**config.mk**
```make
export PLATFORM = sky130hd
export DESIGN_NAME = rmq_div_cell
export DESIGN_NICKNAME = d
export VERILOG_FILES = /design/src/design/rmq_pkg.sv /design/src/design/rmq_div_cell.sv
export SDC_FILE = /design/constraint.sdc
export NUM_CORES = 1
export LEC_CHECK = 0
export ABC_AREA = 1
export BUFFER_PORTS_ARGS = -buffer_cell sky130_fd_sc_hd__clkbuf_2
export CORE_AREA = 2 2 263 265
export CTS_BUF_LIST = sky130_fd_sc_hd__clkbuf_8
export DETAILED_ROUTE_END_ITERATION = 7
export DIE_AREA = 0 0 265 267
export SYNTH_ARGS = -nofsm -noshare
export SYNTH_HDL_FRONTEND = slang
export SYNTH_SLANG_ARGS = --single-unit
```
**constraint.sdc**
```tcl
create_clock -name clk -period 67.1 [get_ports clk]
set_clock_uncertainty 0.2 [all_clocks]
set_input_delay 13.42 -clock clk [delete_from_list [all_inputs] [get_ports clk]]
set_output_delay 13.42 -clock clk [all_outputs]
set_load 0.01 [all_outputs]
```
**src/design/rmq_pkg.sv**
```systemverilog
// ----------------------------------------------------------------------------
// rmq_pkg
// Shared types and constants for the rotation matrix to quaternion converter.
// ----------------------------------------------------------------------------
package rmq_pkg;

  localparam int FRAC_BITS_DEF = 14;
  localparam int ELEM_W        = 16;
  localparam int MAG_W         = 17;  // magnitude of a sum or difference of two elements

  // Path select codes
  localparam logic [1:0] SEL_TRACE = 2'd0;
  localparam logic [1:0] SEL_X     = 2'd1;
  localparam logic [1:0] SEL_Y     = 2'd2;
  localparam logic [1:0] SEL_Z     = 2'd3;

  // Data that rides along with an item through the cell chains
  typedef struct packed {
    logic [1:0]                  sel;
    logic [2:0]                  neg;
    logic [2:0][MAG_W-1:0]       mag;
  } rmq_pay_t;

endpackage

```
**src/design/rmq_div_cell.sv**
```systemverilog
// ----------------------------------------------------------------------------
// rmq_div_cell
// One quotient bit of a restoring divide for all three lanes at once.
// ----------------------------------------------------------------------------
module rmq_div_cell import rmq_pkg::*; #(
  parameter int NW = 32,
  parameter int RW = 17
) (
  input  logic                clk,
  input  logic                rst,
  input  logic                in_valid,
  output logic                in_ready,
  input  logic [2:0][NW-1:0]  in_num,
  input  logic [2:0][RW:0]    in_rem,
  input  logic [2:0][NW-1:0]  in_q,
  input  logic [RW:0]         in_den,
  input  logic [RW-1:0]       in_half,
  input  rmq_pay_t            in_pay,
  output logic                out_valid,
  input  logic                out_ready,
  output logic [2:0][NW-1:0]  out_num,
  output logic [2:0][RW:0]    out_rem,
  output logic [2:0][NW-1:0]  out_q,
  output logic [RW:0]         out_den,
  output logic [RW-1:0]       out_half,
  output rmq_pay_t            out_pay
);

  logic              en;
  logic [2:0][RW+1:0] rem_sh;
  logic [2:0][RW+1:0] diff;
  logic [2:0]         take;

  assign en       = !out_valid || out_ready;
  assign in_ready = en;

  // shift in next numerator bit, subtract divisor if it fits
  always_comb begin
    for (int k = 0; k < 3; k++) begin
      rem_sh[k] = {in_rem[k], in_num[k][NW-1]};
      take[k]   = (rem_sh[k] >= {1'b0, in_den});
      diff[k]   = rem_sh[k] - {1'b0, in_den};
    end
  end

  always_ff @(posedge clk) begin
    if (rst) begin
      out_valid <= 1'b0;
    end else if (en) begin
      out_valid <= in_valid;
    end
  end

  always_ff @(posedge clk) begin
    if (en && in_valid) begin
      for (int k = 0; k < 3; k++) begin
        out_num[k] <= {in_num[k][NW-2:0], 1'b0};
        out_rem[k] <= take[k] ? diff[k][RW:0] : rem_sh[k][RW:0];
        out_q[k]   <= {in_q[k][NW-2:0], take[k]};
      end
      out_den  <= in_den;
      out_half <= in_half;
      out_pay  <= in_pay;
    end
  end

endmodule

```
==> implementation parameters, run 1 <==
Parameter                              Value

Final layout
  Share of cells above drive strength 1 ... 43.2%
  Synthesis-to-finish area growth ... 39.1%
  Final nets ... roughly 2300
  Multi-input logic area ... 3930 µm²
  Register cell area after layout ... 10000 µm²
  Filler Cells Inserted ... roughly 7200

Pwr
  Maximum VDD drop ... 0.0127 mV
  Leak Pwr ... approximately 0.0094 µW
  Ratio of total power to cell area ... 27.1 nW/µm²

Clocking
  Number of setup buffers added after CTS ... 0
  Clock tree from TritonCTS ... done
  Hold-fix buffers at CTS ... 0
  H-tree level count ... 3
  Worst-case clock buffer depth ... 3
  Post-CTS sizing ... 0
  Cts bufs inserted ... 67
  # clock sinks ... 335
  Root buf cell ... sky130_fd_sc_hd__clkbuf_8
  Source-to-sink clock delay at the later pin of the worst-skew pair ... 640 ps
  Clk pin slew, worst setup/hold paths ... 50 ps

Route
  Initial DRC Count ... 921
  DRC ... 0
  Routed wire per std cell ... 24.5 µm
  Total wire length ... approximately 70 mm
  Via-to-Cell Ratio ... 4.18
  Antenna violation net count after detailed routing ... 0
  1st-pass router iterations ... 5
  Total via count after detailed routing ... 11900

Synth
  Post-synth design cell area ... 14600 µm²
  Number of synthesized register bits ... ~340
  Mapped Cells ... 1177
  Portion of the post-synthesis area used by sequential elements ... 69.1%
  Largest area contributor in the synthesized netlist ... sky130_fd_sc_hd__edfxtp_1
  Primary FF master, synth ... sky130_fd_sc_hd__edfxtp_1
  Synthesized area divided by synthesized cell count ... 12.4 µm²
  Yosys top cell area share ... 68.9%
  Most common cell in the netlist ... sky130_fd_sc_hd__nand2_1
  Leading cell types by count after synthesis ... sky130_fd_sc_hd__nand2_1, sky130_fd_sc_hd__edfxtp_1, sky130_fd_sc_hd__inv_1
  Largest cells by area after synthesis ... sky130_fd_sc_hd__edfxtp_1, sky130_fd_sc_hd__nand2_1, sky130_fd_sc_hd__ha_1
  Number of distinct library cells after synthesis ... 35
  Number of warning messages in the yosys log ... 0
  Share of synthesized flip-flops with an asynchronous set or reset ... 0%
  EDFF count, synth ... approximately 330

GRT
  Global-route wire length before repair ... 90.3 mm
  Via count of the first global-routing pass ... 11200
  GRT Util Overall ... 18.9%
  Sum of overflow across all layers after global routing ... 0
  Initial antenna violation count ... 35
  Pin count of the biggest net entering global routing ... 159

STA
  RSZ-0062 raised after global routing ... false
  # setup viols final ... 0
  TNS Setup ... 0 ps
  Clock period minus final worst setup slack ... 27610 ps
  Part of the cycle the worst path needs ... 41.1%
  Final worst-path setup slack ... roughly 39000 ps
  Final Hold Viols ... 0
  Highest attainable clock frequency ... 0.0362 GHz
  Max-slew violations ... 0
  Worst-Margin Slew ... roughly 1200 ps
  Normalized max-slew margin ... a little over a fifth

Status
  Status ... completed

Placed design
  Final Wtd Congestion ... about 0.91
  Worst setup timing slack at the placement stage ... 39510 ps
  Detailed placer's ending HPWL ... 56.9 mm
  Quantity of I/O buffers inserted on ports ... 673

Floorplan
  Die span in x ... 265 µm
  Die boundary height ... roughly 270 µm
  IO Pins ... between 600 and 700
  Starting utilization of the core area ... between 20% and 30%
  Floorplan die area ... 70800 µm²
  Number of rows created at floorplan ... 96
  Placeable Area ... 68000 µm²

Critical path
  Critical path required time ... 53480 ps
  Worst Path Arrival ... between 10000 and 15000 ps
  Cells along the critical path ... clkbuf_2, inv_1, nand2_1, clkbuf_2
  CP max FO ... 2
  Delay contributed by the slowest stage of the critical path ... 330 ps
  Cell seen most often among critical-path stages ... sky130_fd_sc_hd__clkbuf_2
  Endpoint kind of the worst setup timing path ... primary output
  Sort of element at the start of the critical path ... primary input
  Slowest cell on the critical path ... sky130_fd_sc_hd__clkbuf_2
  Buffering stage count on the worst path with inverters included ... 3
  Worst Setup Path Type ... in2out
  Gate family responsible for the most delay along the worst path ... buffers and inverters

Flow run
  Max-capacitance violation count ... 0

Hold path
  Class of the most critical hold timing path ... reg2reg
-- worst reg2reg max path, cell delays in order, from the launching register on --
cell and delay, ps:
sky130_fd_sc_hd__dfxtp_1 350, sky130_fd_sc_hd__a21oi_4 710, sky130_fd_sc_hd__buf_12 530
-- cell families (layout without fill, tap and decap cells) --
kind of cell	after synthesis	in the layout	synth area share, %
DFF	335	335	69.1
other	1	6	0.0258
buffers and inverters	137	916	4.05
AOI/OAI and AO/OA	44	44	1.87
xor gates and xnor gates	24	24	1.44
adders and majority gates	57	57	5.06
and+or+nand+nor	579	579	18.5
-- final cells by class --
class | instances | area share, %
clock inverters | 52 | 1.76
well taps | 882 | 5.45
repair buffers | 675 | 16.8
diodes | 3 | 0.0371
multi-input cells | 707 | 19.4
clock buffers | 67 | 4.56
flip-flops and latches | 335 | 49.7
inverters | 122 | 2.26
-- final timing paths --
check            start     endpoint  slack (ps)  cells past startpoint
max          out_ready     in_ready       39490                      4
min          out_valid    out_valid         350                      2
max reg2reg  out_valid  out_num[29]       64510                      2
min reg2reg  out_valid    out_valid         350                      2
-- layout by cell type, fill, tap and decap left out, types with 4 or more instances in the layout --
| cell | instances |
|---|---|
| sky130_fd_sc_hd__a21oi_1 | 26 |
| sky130_fd_sc_hd__clkbuf_2 | 673 |
| sky130_fd_sc_hd__clkbuf_8 | 67 |
| sky130_fd_sc_hd__clkinv_1 | 20 |
| sky130_fd_sc_hd__clkinv_2 | 9 |
| sky130_fd_sc_hd__edfxtp_1 | 334 |
| sky130_fd_sc_hd__ha_1 | 54 |
| sky130_fd_sc_hd__inv_1 | 122 |
| sky130_fd_sc_hd__inv_2 | 12 |
| sky130_fd_sc_hd__nand2_1 | 336 |
| sky130_fd_sc_hd__nand2_2 | 14 |
| sky130_fd_sc_hd__nand3_1 | 64 |
| sky130_fd_sc_hd__nand3_2 | 31 |
| sky130_fd_sc_hd__nand3b_1 | 25 |
| sky130_fd_sc_hd__nand4_1 | 6 |
| sky130_fd_sc_hd__nor2_1 | 72 |
| sky130_fd_sc_hd__nor2_2 | 8 |
| sky130_fd_sc_hd__nor3_1 | 9 |
| sky130_fd_sc_hd__o21ai_0 | 5 |
| sky130_fd_sc_hd__or2_2 | 4 |
| sky130_fd_sc_hd__xor2_1 | 22 |
-- per-layer routing --
metal  GRT usage (%)  share of wire (%)
met5               0               0.27
met4            7.47                4.0
met1            21.7                 38
met3            8.64                 11
met2            30.6                 47
-- report_power, final --
group	leakage (µW)	internal [µW]	switching, µW
Clock	0.000697	107	100
Sequential	0.00324	249	5.03
Combinational	0.00545	30.2	57.1
-- per-stage QoR --
| step | total power [µW] | std cells | util [%] | instance area (µm²) | hold WS, ps |
|---|---|---|---|---|---|
| finish | 548 | 2843 | 29.8 | 20200 | 349 |
| global route | 574 | 2842 | 29.8 | 20200 | 371 |
| CTS | 559 | 2840 | 29.8 | 20200 | 346 |
| detailed placement | 346 | 2721 | 27.9 | 19000 | 337 |
| global placement | 346 | 2721 | 27.9 | 19000 | 334 |
| floorplan | 309 | 1179 | - | 14600 | 377 |
-- flip-flops by register name, summed over array words and instances (netlist names) --
register   cells
out_num       93
out_valid      1
out_q         96
out_den       18
out_pay       56
out_rem       54
out_half      17
No activity file was read; power rests on OpenSTA's default activity.
==> inputs of run 2 (changes only) <==
clock period = 24.4 ns   (was 67.1 ns; I/O delays follow)
==> implementation parameters, run 2 (synthesis gave the netlist of run 1 again) <==
Parameter                              Value

Final layout
  Number of flip-flops in the largest register ... 96 (unchanged)
  Synthesis-to-finish area growth ... 39.2% (was 39.1%)
  Share of cells above drive strength 1 ... 43.4% (was 43.2%)
  Multi-input logic area ... 3930 µm² (unchanged)
  Regs by FF count ... out_q x96, out_num x93, out_pay x56 (unchanged)
  Commonest non-fill, non-tap cells in the layout ... sky130_fd_sc_hd__clkbuf_2, sky130_fd_sc_hd__nand2_1, sky130_fd_sc_hd__edfxtp_1 (unchanged)
  Register cell area after layout ... 10000 µm² (unchanged)
  Top register by number of flip-flops ... out_q (unchanged)
  Filler Cells Inserted ... 7126 (was 7181)
  Final nets ... 2308 (was 2306)
  Leading cell type in the layout, fill and taps excluded ... sky130_fd_sc_hd__clkbuf_2 (unchanged)

STA
  RSZ-0062 raised after global routing ... false (unchanged)
  TNS Setup ... 0 ps (unchanged)
  Final Hold Viols ... 0 (unchanged)
  Normalized max-slew margin ... 22.0% (was 21.3%)
  Highest attainable clock frequency ... around 0.095 GHz
  Part of the cycle the worst path needs ... 43.1%
  Worst-Margin Slew ... 1170 ps (was 1180 ps)
  Final worst-path setup slack ... 13890 ps (was 39490 ps)
  Max-slew violations ... 0 (unchanged)
  # setup viols final ... 0 (unchanged)
  Clock period minus final worst setup slack ... about 11000 ps

Hold path
  Worst Hold Depth ... 2 (unchanged)
  Class of the most critical hold timing path ... reg2reg (unchanged)

Route
  DRC ... 0 (unchanged)
  1st-pass router iterations ... 6 (was 5)
  Total via count after detailed routing ... 11900 (about the same)
  Initial DRC Count ... 828 (was 921)
  Antenna violation net count after detailed routing ... 0 (unchanged)
  Routed wire per std cell ... 24.5 µm (about the same)
  Total wire length ... 69.8 mm (was 69.7 mm)
  Via-to-Cell Ratio ... 4.17 (was 4.18)

Critical path
  Worst Setup Path Type ... in2out (unchanged)
  Critical path required time ... 19320 ps (was 53480 ps)
  CP max FO ... 2 (unchanged)
  Delay contributed by the slowest stage of the critical path ... 310 ps (was 330 ps)
  Worst Path Arrival ... 5430 ps (was 13990 ps)
  Sort of element at the start of the critical path ... primary input (unchanged)
  Endpoint kind of the worst setup timing path ... primary output (unchanged)
  Depth of the worst register-to-register path ... 4 (was 2)
  Setup slack, reg-to-reg ... 21010 ps (was 64510 ps)
  Cell seen most often among critical-path stages ... sky130_fd_sc_hd__clkbuf_2 (unchanged)
  Slowest cell on the critical path ... sky130_fd_sc_hd__clkbuf_2 (unchanged)
  Cells along the critical path ... clkbuf_2, inv_1, nand2_1, clkbuf_2 (unchanged)

Clocking
  Cts bufs inserted ... 67 (unchanged)
  Root buf cell ... sky130_fd_sc_hd__clkbuf_8 (unchanged)
  Post-CTS sizing ... 0 (unchanged)
  Clk pin slew, worst setup/hold paths ... 50 ps (about the same)
  Worst-case clock buffer depth ... 3 (unchanged)
  Clock tree from TritonCTS ... done (unchanged)
  Hold-fix buffers at CTS ... 0 (unchanged)
  H-tree level count ... 3 (unchanged)
  # clock sinks ... 335 (unchanged)
  Number of setup buffers added after CTS ... 0 (unchanged)
  Source-to-sink clock delay at the later pin of the worst-skew pair ... 640 ps (about the same)

Status
  Status ... completed (unchanged)

GRT
  Via count of the first global-routing pass ... 11300 (was 11200)
  Global-route wire length before repair ... 90.8 mm (was 90.3 mm)
  Pin count of the biggest net entering global routing ... 163 (was 159)
  Sum of overflow across all layers after global routing ... 0 (unchanged)
  Initial antenna violation count ... 34 (was 35)
  GRT Util Overall ... 19.0% (was 18.9%)

Placed design
  Final Wtd Congestion ... 0.903 (was 0.912)
  Quantity of I/O buffers inserted on ports ... 673 (unchanged)
  Worst setup timing slack at the placement stage ... 13880 ps (was 39510 ps)
  Detailed placer's ending HPWL ... 57.1 mm (was 56.9 mm)

Floorplan
  IO Pins ... 680 (unchanged)
  Starting utilization of the core area ... 21.4% (unchanged)
  Placeable Area ... 68000 µm² (unchanged)
  Number of rows created at floorplan ... 96 (unchanged)
  Floorplan die area ... 70800 µm² (unchanged)
  Die span in x ... 265 µm (unchanged)
  Die boundary height ... 267 µm (unchanged)

Pwr
  Share of total power in the clock network ... 37.9% (was 37.7%)
  Sequential share of power ... 46.3% (was 46.4%)
  Switching power summed over all nets ... 448 µW (was 162 µW)
  Ratio of total power to cell area ... 74.6 nW/µm² (was 27.1 nW/µm²)
  P_int ... 1060 µW (was 386 µW)
  Switching share of power ... 29.7% (was 29.6%)
  Maximum VDD drop ... 0.0323 mV (was 0.0127 mV)
  Combinational fraction of design power ... 15.9% (about the same)
  Leak Pwr ... 0.00940 µW (was 0.00939 µW)

Flow run
  Max-capacitance violation count ... 0 (unchanged)
==> run 2: cell types whose count changed in the layout (fill, tap and decap cells not counted), sizes merged <==
cell	previous run	this run
buf	2	4
clkinv	32	29
clkinvlp	2	3
diode	3	11
==> run 2: worst max-delay path, delay by kind of cell <==
family | cells | cell delay, ps
simple gates | 1 | 90
buf+inv | 3 | 440
==> run 2: layout make-up <==
class                      instances  area share (%)
antenna                           11           0.136
clock buffer                      67            4.55
clock inverter                    50            1.75
inverter                         122            2.26
multi-input combinational        707            19.4
sequential                       335            49.6
tap                              882            5.45
timing repair buffer             677            16.8
==> run 2: final timing paths <==
kind,startpoint,endpoint
setup / recovery,out_ready,in_ready
hold / removal,out_valid,out_valid
setup reg to reg,out_valid,out_q[11]
hold reg to reg,out_valid,out_valid
==> run 2: routing by layer <==
layer	share of wire, %	up-vias	track usage [%]
met3	11	127	9.11
met5	0.27	-	0
met4	3.8	30	7.63
met2	47	542	30.9
li1	-	5522	-
met1	38	5657	21.4
==> run 2: per-stage QoR <==
stage          hold slack (ps)  instance area (µm²)  power, µW  utilization, %  std cells
3_5_place_dp               358                19000        952            27.9       2723
5_1_grt                    390                20200       1580            29.8       2843
2_1_floorplan              377                14600        849               -       1179
4_1_cts                    363                20200       1540            29.8       2840
3_3_place_gp               332                19000        952            27.9       2723
6_report                   365                20300       1510            29.8       2851
==> run 2: power groups by stage <==
stage	clock [µW]	combinational (µW)	sequential, µW
after floorplan	0	101	748
after detailed placement	0	243	710
final	572	240	699
after CTS	595	244	699
after global placement	0	242	709
after global routing	618	263	702
