### src/design/rmq_pkg.sv
// ----------------------------------------------------------------------------
// rmq_pkg
// Shared types and constants for the rotation matrix to quaternion converter.
// ----------------------------------------------------------------------------
package rmq_pkg;

  localparam int FRAC_BITS_DEF = 14;
  localparam int ELEM_W        = 16;
  localparam int MAG_W         = 17;  // magnitude of a sum or difference of two elements

  // Path select codes
  localparam logic [1:0] SEL_TRACE = 2'd0;
  localparam logic [1:0] SEL_X     = 2'd1;
  localparam logic [1:0] SEL_Y     = 2'd2;
  localparam logic [1:0] SEL_Z     = 2'd3;

  // Data that rides along with an item through the cell chains
  typedef struct packed {
    logic [1:0]                  sel;
    logic [2:0]                  neg;
    logic [2:0][MAG_W-1:0]       mag;
  } rmq_pay_t;

endpackage

### src/design/rmq_sqrt_cell.sv
// ----------------------------------------------------------------------------
// rmq_sqrt_cell
// One digit of a restoring square root; resolves one root bit per cell.
// ----------------------------------------------------------------------------
module rmq_sqrt_cell import rmq_pkg::*; #(
  parameter int VW = 34,
  parameter int RW = 17
) (
  input  logic          clk,
  input  logic          rst,
  input  logic          in_valid,
  output logic          in_ready,
  input  logic [VW-1:0] in_v,
  input  logic [RW-1:0] in_rem,
  input  logic [RW-1:0] in_root,
  input  rmq_pay_t      in_pay,
  output logic          out_valid,
  input  logic          out_ready,
  output logic [VW-1:0] out_v,
  output logic [RW-1:0] out_rem,
  output logic [RW-1:0] out_root,
  output rmq_pay_t      out_pay
);

  logic          en;
  logic [RW+1:0] rem_sh;
  logic [RW+1:0] trial;
  logic [RW+1:0] diff;
  logic          take;

  assign en       = !out_valid || out_ready;
  assign in_ready = en;

  // bring down two radicand bits and try the next root bit
  always_comb begin
    rem_sh = {in_rem, in_v[VW-1 -: 2]};
    trial  = {in_root, 2'b01};
    take   = (rem_sh >= trial);
    diff   = rem_sh - trial;
  end

  always_ff @(posedge clk) begin
    if (rst) begin
      out_valid <= 1'b0;
    end else if (en) begin
      out_valid <= in_valid;
    end
  end

  always_ff @(posedge clk) begin
    if (en && in_valid) begin
      out_v    <= {in_v[VW-3:0], 2'b00};
      out_rem  <= take ? diff[RW-1:0] : rem_sh[RW-1:0];
      out_root <= {in_root[RW-2:0], take};
      out_pay  <= in_pay;
    end
  end

endmodule

### config.mk
export PLATFORM = sky130hd
export DESIGN_NAME = rmq_sqrt_cell
export DESIGN_NICKNAME = d
export VERILOG_FILES = /design/src/design/rmq_pkg.sv /design/src/design/rmq_sqrt_cell.sv
export SDC_FILE = /design/constraint.sdc
export NUM_CORES = 1
export LEC_CHECK = 0
export ABC_AREA = 1
export BUFFER_PORTS_ARGS = -buffer_cell sky130_fd_sc_hd__buf_4
export CAP_MARGIN = 20
export CORE_MARGIN = 1
export CORE_UTILIZATION = 30
export DETAILED_ROUTE_END_ITERATION = 8
export SLEW_MARGIN = 20
export SYNTH_ARGS = -nofsm -noshare
export SYNTH_HDL_FRONTEND = slang
export SYNTH_SLANG_ARGS = --single-unit
### constraint.sdc
create_clock -name clk -period 8.05 [get_ports clk]
set_input_delay 1.2075 -clock clk [delete_from_list [all_inputs] [get_ports clk]]
set_output_delay 1.2075 -clock clk [all_outputs]
set_load 0.05 [all_outputs]
==> reports/summary.txt, run 1 <==
=========================================================================================
Maximum clock frequency                                                           345 MHz
Placed Instance Area                                                            7360 um^2
Portion of synthesized cell area occupied by the leading cell type                  0.701
Sequential fraction of the synthesis area                                           0.705
Total Routed Length                                                               14.9 mm
Synth area leaders                                                           sky130_fd_sc_hd__edfxtp_1 (70%), sky130_fd_sc_hd__nand2_1 (9.4%), sky130_fd_sc_hd__inv_1 (5.0%)
Avg Synthesized Cell Area                                                       12.1 um^2
Via count of the routed design                                                       4083
Routability congestion estimate                                                     0.930
Cell with the largest stage delay on the worst path                          sky130_fd_sc_hd__buf_4
Startpoint of the most critical register-to-register path                       out_valid
Yosys synthesis warning count                                                           0
Count of instances resized after the clock tree is built                                0
Power per cell area                                                           247 nW/um^2
Arrival time of data at the critical path endpoint                                1.69 ns
Initial cell density of the core                                                    0.311
R2r worst-path depth                                                                    3
Vias in the first global route                                                       3874
Fin crit share                                                                      0.360
Die outline area                                                               17900 um^2
Via-to-Cell Ratio                                                                    4.38
Final worst clock skew                                                         0.00440 ns
Floorplan core area                                                            16800 um^2
Critical Path Most Common Cell                                               sky130_fd_sc_hd__buf_4
Sequence of cells on the critical path                                       buf_4, inv_1, nand2_1, buf_4
Maximum vdd drop                                                               0.000145 V
Layout area overhead                                                                53.2%
Synth unique cells                                                                     26
Hold depth                                                                              2
Boundary Pins                                                                         254
Antenna violation net count after detailed routing                                      0
Final antenna diode count                                                               0
Total of max-cap violations                                                             0
# setup viols final                                                                     0
Primary FF master, synth                                                     sky130_fd_sc_hd__edfxtp_1
Peak per-stage delay on the critical path                                         0.19 ns
RSZ-0062 raised after global routing                                                false
Standard-cell rows                                                                     47
Root buffer cell                                                             sky130_fd_sc_hd__clkbuf_16
DRC violation count after routing                                                       0
Leakage                                                                        0.00380 uW
Crit Reg-Reg Endpoint                                                         out_pay[50]
Critical path start-end classification                                          in -> out
Max clock buf depth                                                                     2
Postcts setup bufs                                                                      0
Rel. slew slack                                                                     0.300
Proportion of register bits with asynchronous set or reset after synthesis              0
Hold_buf cts                                                                            0
Layout cell share with drive strength beyond 1                                      0.422
Overall track demand over capacity in global routing                                0.167
Worst setup SP type                                                             input pin
CTS Buf Count                                                                          17
Final cell area excluding filler cells                                          8000 um^2
Final max-slew violation count                                                          0
Cell with the most instances after synthesis                                 sky130_fd_sc_hd__nand2_1
Hold Path End                                                                   out_valid
Worst-path clk slew                                                               0.06 ns
Type of the tightest min-delay check                                           reg -> reg
Final-layout worst hold slack                                                    0.544 ns
Commonest cells post-synth                                                   sky130_fd_sc_hd__nand2_1 (131), sky130_fd_sc_hd__edfxtp_1 (122), sky130_fd_sc_hd__inv_1 (69), sky130_fd_sc_hd__nand3_1 (28), sky130_fd_sc_hd__ha_1 (19)
Startpoint of the lowest-slack hold path                                        out_valid
Setup TNS                                                                            0 ns
Global-route wire length before repair                                            22.1 mm
Die span in y                                                                      134 um
Number of enable flip-flop cells after synthesis                                      122
WL/cell                                                                           16.0 um
Maximum number of pins on one net before global-route repair                           86
Post-synth design cell area                                                     5220 um^2
# nets final                                                                          847
Clock tree from TritonCTS                                                            done
Beginning of the critical path                                                  out_ready
Worst Tran Pin Value                                                              1.05 ns
Floorplan die width                                                                134 um
FF+latch count, synth                                                                 123
Cell taking the most area after synthesis                                    sky130_fd_sc_hd__edfxtp_1
Router iterations before antenna repair                                                 4
Final critical-path required period                                               2.89 ns
Setup slack of the worst register-to-register path                                5.75 ns
# H-tree levels                                                                         4
Sinks on the clock net                                                                123
DRC violation total after the first TritonRoute iteration                             338
Status                                                                       complete, no violations
Critical Path RT                                                                  6.84 ns
Synth Instances                                                                       433
Worst Path Max Fanout                                                                   2
Critical Path Sink Type                                                       output port
Number of buffers inserted by port buffering                                          251
Detailed Place HPWL                                                               11.6 mm
Global route total overflow                                                             0
Clock latency reported for the late side of the worst-skew pair                   0.40 ns
Antenna violations before repair                                                        0
Final Hold Vio Count                                                                    0
=========================================================================================
logic make-up after synthesis:
group           after synthesis  synth area share
flops                       123             0.705
simple gates                189             0.160
xor+xnor                      7            0.0117
buf+inv                      77            0.0606
compound gates               17            0.0168
other cells                   1          0.000718
fa+ha+maj                    19            0.0455
power by group:
| group | internal [uW] | switching (uW) | total (uW) | leakage (uW) |
|---|---|---|---|---|
| Clock | 527 | 286 | 813 | 0.000306 |
| Sequential | 759 | 12.2 | 771 | 0.00119 |
| Combinational | 128 | 266 | 394 | 0.00230 |
| Total | 1410 | 564 | 1980 | 0.00380 |
cell type report:
type	instances	area (um^2)
fill	1529	8820
sequential	123	3680
timing repair buffer	253	1900
multi-input combinational	234	1240
clock buffer	18	429
tap	220	275
inverter	71	267
clock inverter	14	210
per-layer routing:
metal / track usage / vias to the layer above / part of all wire
met5: 0 / - / 0
met1: 0.189 / 1905 / 0.37
met2: 0.297 / 183 / 0.52
met4: 0.0492 / 0 / 0.014
li1: - / 1980 / -
met3: 0.0548 / 15 / 0.089
registers in the layout (all words and copies together) (netlist names):
name	cells
out_pay	56
out_rem	17
out_root	17
out_v	32
out_valid	1
cells in the final DEF, fill, tap and decap left out, types with 3 or more instances in the layout:
master,n
sky130_fd_sc_hd__buf_4,253
sky130_fd_sc_hd__nand2_1,131
sky130_fd_sc_hd__edfxtp_1,122
sky130_fd_sc_hd__inv_1,69
sky130_fd_sc_hd__nand3_1,28
sky130_fd_sc_hd__ha_1,19
sky130_fd_sc_hd__clkbuf_16,17
sky130_fd_sc_hd__a21oi_1,15
sky130_fd_sc_hd__nor2_1,7
sky130_fd_sc_hd__nand2_2,5
sky130_fd_sc_hd__xor2_1,5
sky130_fd_sc_hd__nor3_1,4
sky130_fd_sc_hd__nand4_1,4
sky130_fd_sc_hd__inv_6,4
sky130_fd_sc_hd__bufinv_16,4
sky130_fd_sc_hd__nand3_2,3
metrics by stage:
step	std cells	setup WS, ns	util	power, uW
2_1_floorplan	434	0.281	-	1040
3_3_place_gp	901	4.85	0.438	1180
3_5_place_dp	901	4.78	0.438	1180
4_1_cts	933	5.15	0.476	2000
5_1_grt	933	5.06	0.476	2060
6_report	933	5.16	0.476	1980
how the worst max path moves through the flow:
| stage | endpoint |
|---|---|
| CTS | in_ready |
| global route | out_pay[9] |
| detailed placement | out_pay[40] |
| global placement | out_pay[40] |
| floorplan | out_pay[0] |
| finish | in_ready |
critical path: cells and delay by family:
family | cells | cell delay [ns]
and+or+nand+nor | 1 | 0.08
buffers and inverters | 3 | 0.39
Note: power is estimated with default switching activity, not from simulation.
==> inputs of run 2 (changes only) <==
==> constraint.sdc (replaced) <==
create_clock -name clk -period 3 [get_ports clk]
set_input_delay 0.45 -clock clk [delete_from_list [all_inputs] [get_ports clk]]
set_output_delay 0.45 -clock clk [all_outputs]
set_load 0.05 [all_outputs]
==> reports/summary.txt, run 2 (synthesized netlist as in run 1, its figures left out) <==
==============================================================================
Total of max-cap violations                                                  0   unchanged
Final cell area excluding filler cells                               7980 um^2   was 8000 um^2
Layout area overhead                                                     52.7%   was 53.2%
Maximum number of pins on one net before global-route repair                84   was 86
CTS Buf Count                                                               17   unchanged
Critical Path Most Common Cell                                    sky130_fd_sc_hd__nand2_1   was sky130_fd_sc_hd__buf_4
Type of the tightest min-delay check                                 in -> reg   was reg -> reg
Global-route wire length before repair                                 22.4 mm   was 22.1 mm
Worst-path clk slew                                                    0.06 ns   about the same
Final antenna diode count                                                    0   unchanged
Maximum vdd drop                                                    0.000385 V   was 0.000145 V
Commonest non-fill, non-tap cell in the layout                    sky130_fd_sc_hd__buf_4   unchanged
DRC violation count after routing                                            0   unchanged
Placed Instance Area                                                 7380 um^2   was 7360 um^2
Critical Path Sink Type                                                   flop   was output port
Final critical-path required period                                    1.83 ns
Overall track demand over capacity in global routing                     0.169   was 0.167
Fin crit share                                                           0.609
Worst Path Max Fanout                                                       18   was 2
Die span in y                                                           134 um   unchanged
Sinks on the clock net                                                     123   unchanged
Flip-flop count of the largest register after layout                        56   unchanged
Sequential cell area                                                 3680 um^2   about the same
Max clock buf depth                                                          2   unchanged
Final Hold Vio Count                                                         0   unchanged
Leakage                                                             0.00379 uW   was 0.00380 uW
DRC violation total after the first TritonRoute iteration                  225   was 338
# H-tree levels                                                              4   unchanged
Standard-cell rows                                                          47   unchanged
Root buffer cell                                                  sky130_fd_sc_hd__clkbuf_16   unchanged
Postcts setup bufs                                                           0   unchanged
Area taken by multi-input logic gates                                1240 um^2   unchanged
RSZ-0062 raised after global routing                                     false   unchanged
Floorplan core area                                                 16800 um^2   unchanged
Floorplan die width                                                     134 um   unchanged
Final max-slew violation count                                               0   unchanged
# nets final                                                               848   was 847
Vias in the first global route                                            3862   was 3874
Sequence of cells on the critical path                            buf_4, ha_1, nand2_2, inv_1, nand2_1, nand2_1, inv_1, nand3_2, nand2_4, nand2_8, nand2_1, nand2_1   was buf_4, inv_1, nand2_1, buf_4
Die outline area                                                    17900 um^2   unchanged
Total Routed Length                                                    15.1 mm   was 14.9 mm
Rel. slew slack                                                          0.646   was 0.300
Biggest registers after layout                                    out_pay x56, out_v x32   unchanged
Antenna violations before repair                                             0   unchanged
Number of buffers inserted by port buffering                               251   unchanged
Via-to-Cell Ratio                                                         4.26   was 4.38
Setup TNS                                                                 0 ns   unchanged
Peak per-stage delay on the critical path                              0.36 ns   was 0.19 ns
Critical path start-end classification                               in -> reg   was in -> out
Cell with the largest stage delay on the worst path               sky130_fd_sc_hd__ha_1   was sky130_fd_sc_hd__buf_4
Worst Tran Pin Value                                                  0.531 ns   was 1.05 ns
Clock tree from TritonCTS                                                 done   unchanged
# setup viols final                                                          0   unchanged
Buffering stage count on the worst path with inverters included              3   unchanged
Count of instances resized after the clock tree is built                     0   unchanged
Filler instances                                                          1598   was 1529
Power per cell area                                                647 nW/um^2   was 247 nW/um^2
Most flop-heavy register                                               out_pay   unchanged
Antenna violation net count after detailed routing                           0   unchanged
Initial cell density of the core                                         0.311   unchanged
Routability congestion estimate                                          0.863   was 0.930
Final-layout worst hold slack                                         0.183 ns   was 0.544 ns
Hold_buf cts                                                                 0   unchanged
Most frequent cells in the layout                                 sky130_fd_sc_hd__buf_4 (253), sky130_fd_sc_hd__nand2_1 (131), sky130_fd_sc_hd__edfxtp_1 (122)   unchanged
Router iterations before antenna repair                                      4   unchanged
Critical Path RT                                                       3.16 ns   was 6.84 ns
WL/cell                                                                16.1 um   was 16.0 um
Arrival time of data at the critical path endpoint                     1.99 ns   was 1.69 ns
Clock latency reported for the late side of the worst-skew pair        0.41 ns   was 0.40 ns
Global route total overflow                                                  0   unchanged
Via count of the routed design                                            3983   was 4083
Detailed Place HPWL                                                    11.8 mm   was 11.6 mm
Status                                                            complete, no violations   unchanged
Delay-heaviest family, CP                                         simple AND/OR/NAND/NOR gates   was buffers and inverters
Maximum clock frequency                                                548 MHz
Boundary Pins                                                              254   unchanged
Layout cell share with drive strength beyond 1                           0.424   was 0.422
Worst setup SP type                                                  input pin   unchanged
Final worst clock skew                                              0.00834 ns   was 0.00440 ns
==============================================================================
run 2: cell types whose count changed in the layout (fill, tap and decap cells not counted), sizes merged:
cell and change:
clkinv +1, buf +1, inv +1, bufinv -2
run 2: per-stage QoR:
step                total power (uW)  setup slack [ns]  std cells   util
floorplan                       2790            0.0371        434      -
global placement                3170             0.758        902  0.439
detailed placement              3180             0.723        902  0.439
CTS                             5230              1.16        934  0.474
global route                    5370              1.00        934  0.474
finish                          5160              1.17        934  0.474
run 2: worst paths after layout:
path | slack [ns] | start | cells after the start | to
max | 1.17 | in_rem[8] | 12 | out_rem[13]
min | 0.18 | rst | 2 | out_valid
max reg2reg | 1.64 | out_valid | 2 | out_pay[4]
min reg2reg | 0.51 | out_valid | 2 | out_valid
run 2: worst reg2reg max path: cells and delay by family (launching register included):
family	cells	cell delay (ns)
buf+inv	1	0.48
compound gates	1	0.16
flops	1	0.34
run 2: final cells by class:
cell class | count | area share
Sequential cell | 123 | 0.462
Timing Repair Buffer | 254 | 0.241
Multi-Input combinational cell | 234 | 0.155
Clock buffer | 18 | 0.0538
Tap cell | 220 | 0.0345
Inverter | 71 | 0.0334
Clock inverter | 14 | 0.0202
run 2: report_power, final:
part	switching, uW	internal [uW]	total, uW
registers	32.2	2030	2070
logic	714	348	1060
clock network	791	1240	2030
total	1540	3630	5160
run 2: metal layers:
layer	track usage	routed length [um]	part of all wire	up-vias
met3	0.0544	1330	0.088	13
met2	0.298	7830	0.52	168
met5	0	0	0	-
met1	0.194	5730	0.38	1821
met4	0.0518	168	0.011	0
li1	-	-	-	1981
==> inputs of run 3 (changes only) <==
==> constraint.sdc (replaced) <==
create_clock -name clk -period 1.5 [get_ports clk]
set_input_delay 0.225 -clock clk [delete_from_list [all_inputs] [get_ports clk]]
set_output_delay 0.225 -clock clk [all_outputs]
set_load 0.05 [all_outputs]
==> reports/summary.txt, run 3 (synthesized netlist as in run 1, its figures left out) <==
==============================================================================
Status                                                            complete, no violations   unchanged
Cell with the largest stage delay on the worst path               sky130_fd_sc_hd__or2_2   was sky130_fd_sc_hd__ha_1
RSZ-0062 raised after global routing                                     false   unchanged
Final WS setup                                                       0.0816 ns   was 1.17 ns
Global route total overflow                                                  0   unchanged
Most frequent cells in the layout                                 sky130_fd_sc_hd__buf_4 (297), sky130_fd_sc_hd__edfxtp_1 (122), sky130_fd_sc_hd__nand2_1 (112)   was sky130_fd_sc_hd__buf_4 (253), sky130_fd_sc_hd__nand2_1 (131), sky130_fd_sc_hd__edfxtp_1 (122)
Floorplan die width                                                     134 um   unchanged
Detailed Place HPWL                                                    12.9 mm   was 11.8 mm
Via-to-Cell Ratio                                                         4.33   was 4.26
Die span in y                                                           134 um   unchanged
Final critical-path required period                                    1.42 ns
Layout area overhead                                                     86.0%   was 52.7%
Number of buffers inserted by port buffering                               251   unchanged
DRC violation count after routing                                            0   unchanged
Total of max-cap violations                                                  0   unchanged
Boundary Pins                                                              254   unchanged
Final max-slew violation count                                               0   unchanged
Placed Instance Area                                                 8070 um^2   was 7380 um^2
Max clock buf depth                                                          2   unchanged
Root buffer cell                                                  sky130_fd_sc_hd__clkbuf_16   unchanged
Floorplan core area                                                 16800 um^2   unchanged
Global-route wire length before repair                                 27.0 mm   was 22.4 mm
Final worst clock skew                                              0.00941 ns   was 0.00834 ns
Final cell area excluding filler cells                               9720 um^2   was 7980 um^2
Type of the tightest min-delay check                                 in -> reg   unchanged
Worst setup SP type                                                  input pin   unchanged
Layout cell share with drive strength beyond 1                           0.469   was 0.424
Biggest registers after layout                                    out_pay x56, out_v x32   unchanged
Flip-flop count of the largest register after layout                        56   unchanged
Peak per-stage delay on the critical path                              0.33 ns   was 0.36 ns
Postcts setup bufs                                                           0   unchanged
Initial cell density of the core                                         0.311   unchanged
Arrival time of data at the critical path endpoint                     1.59 ns   was 1.99 ns
WL/cell                                                                16.5 um   was 16.1 um
Via count of the routed design                                            4687   was 3983
Critical Path Sink Type                                                   flop   unchanged
DRC violation total after the first TritonRoute iteration                  182   was 225
Critical Path RT                                                       1.68 ns   was 3.16 ns
Overall track demand over capacity in global routing                     0.203   was 0.169
Power per cell area                                               1140 nW/um^2   was 647 nW/um^2
Maximum clock frequency                                                705 MHz
Worst Path Max Fanout                                                        4   was 18
Vias in the first global route                                            4946   was 3862
Leakage                                                             0.00447 uW   was 0.00379 uW
Antenna violations before repair                                             0   unchanged
Die outline area                                                    17900 um^2   unchanged
Antenna violation net count after detailed routing                           0   unchanged
Fin crit share                                                           0.946
Clock latency reported for the late side of the worst-skew pair        0.42 ns   was 0.41 ns
CTS Buf Count                                                               17   unchanged
Setup slack at placement                                             -0.345 ns   was 0.723 ns
Critical path start-end classification                               in -> reg   unchanged
Sequence of cells on the critical path                            buf_4, inv_1, ha_4, or2_2, nand3_1, nand2_1, nand2_1, nand2_1, nand2_1, nand2_1, nand2_1, nand2_1   was buf_4, ha_1, nand2_2, inv_1, nand2_1, nand2_1, inv_1, nand3_2, nand2_4, nand2_8, nand2_1, nand2_1
Maximum vdd drop                                                    0.000831 V   was 0.000385 V
Worst-path clk slew                                                    0.06 ns   about the same
Final Hold Vio Count                                                         0   unchanged
Critical Path Most Common Cell                                    sky130_fd_sc_hd__nand2_1   unchanged
Standard-cell rows                                                          47   unchanged
Setup TNS                                                                 0 ns   unchanged
Most flop-heavy register                                               out_pay   unchanged
Final Total Pwr                                                       11100 uW   was 5160 uW
Maximum number of pins on one net before global-route repair                42   was 84
Total Routed Length                                                    17.9 mm   was 15.1 mm
Final antenna diode count                                                    0   unchanged
# setup viols final                                                          0   unchanged
Router iterations before antenna repair                                      4   unchanged
Sinks on the clock net                                                     123   unchanged
Commonest non-fill, non-tap cell in the layout                    sky130_fd_sc_hd__buf_4   unchanged
Routability congestion estimate                                          0.878   was 0.863
Clock tree from TritonCTS                                                 done   unchanged
# H-tree levels                                                              4   unchanged
# nets final                                                               997   was 848
==============================================================================
[run 3: changes by cell type in the layout (fill, tap and decap cells not counted), moves of 3 or more]
cell | previous run | this run
sky130_fd_sc_hd__nand2_2 | 5 | 21
sky130_fd_sc_hd__nand2_1 | 131 | 112
sky130_fd_sc_hd__inv_1 | 69 | 59
sky130_fd_sc_hd__dlygate4sd3_1 | 0 | 103
sky130_fd_sc_hd__ha_1 | 19 | 4
sky130_fd_sc_hd__ha_4 | 0 | 15
sky130_fd_sc_hd__inv_2 | 2 | 11
sky130_fd_sc_hd__nand3_2 | 3 | 8
sky130_fd_sc_hd__nand2_4 | 1 | 4
sky130_fd_sc_hd__nand3_1 | 28 | 23
sky130_fd_sc_hd__nor2_1 | 7 | 4
sky130_fd_sc_hd__buf_4 | 253 | 297
[run 3: power by group]
part	switching [uW]	internal, uW	total, uW
sequential	70.4	4070	4140
combinational	1610	1070	2680
clock	1610	2650	4260
total	3290	7790	11100
[run 3: metrics by stage]
step	hold slack, ns	util	std cells
detailed placement	0.379	0.480	948
finish	0.0655	0.578	1083
global placement	0.375	0.480	948
global route	0.0496	0.578	1083
floorplan	0.284	-	434
CTS	0.0518	0.578	1083
[run 3: metal layers]
metal  wire (um)  GRT usage  vias up
met5           0          0        -
met4         572     0.0896        0
met3        1100     0.0574       34
met2        9380      0.374      185
met1        6840      0.215     2189
li1            -          -     2279
[run 3: area by class of cell]
cell class,count,area [um^2]
fill,1395,7100
sequential,123,3690
timing repair buffer,403,3320
multi-input combinational,234,1540
clock buffer,18,429
inverter,71,279
tap,220,275
clock inverter,14,183
[run 3: path summary, 6_finish.rpt]
check | from | slack (ns) | to | cells after the start
min | in_root[0] | 0.07 | out_root[1] | 1
max reg2reg | out_valid | 0.20 | out_v[4] | 3
min reg2reg | out_valid | 0.53 | out_valid | 2
max | in_root[1] | 0.08 | out_rem[14] | 12
[run 3: worst max-delay path: cells and delay by family]
| family | cells | cell delay, ns |
|---|---|---|
| adders and majority gates | 1 | 0.22 |
| buffers and inverters | 2 | 0.19 |
| and+or+nand+nor | 9 | 0.94 |
[run 3: timing repair]
action,CTS,global route
gates resized for setup,0,1
hold buffers,103,0
hold endpoints to repair,103,0
endpoints found under the setup margin,0,1
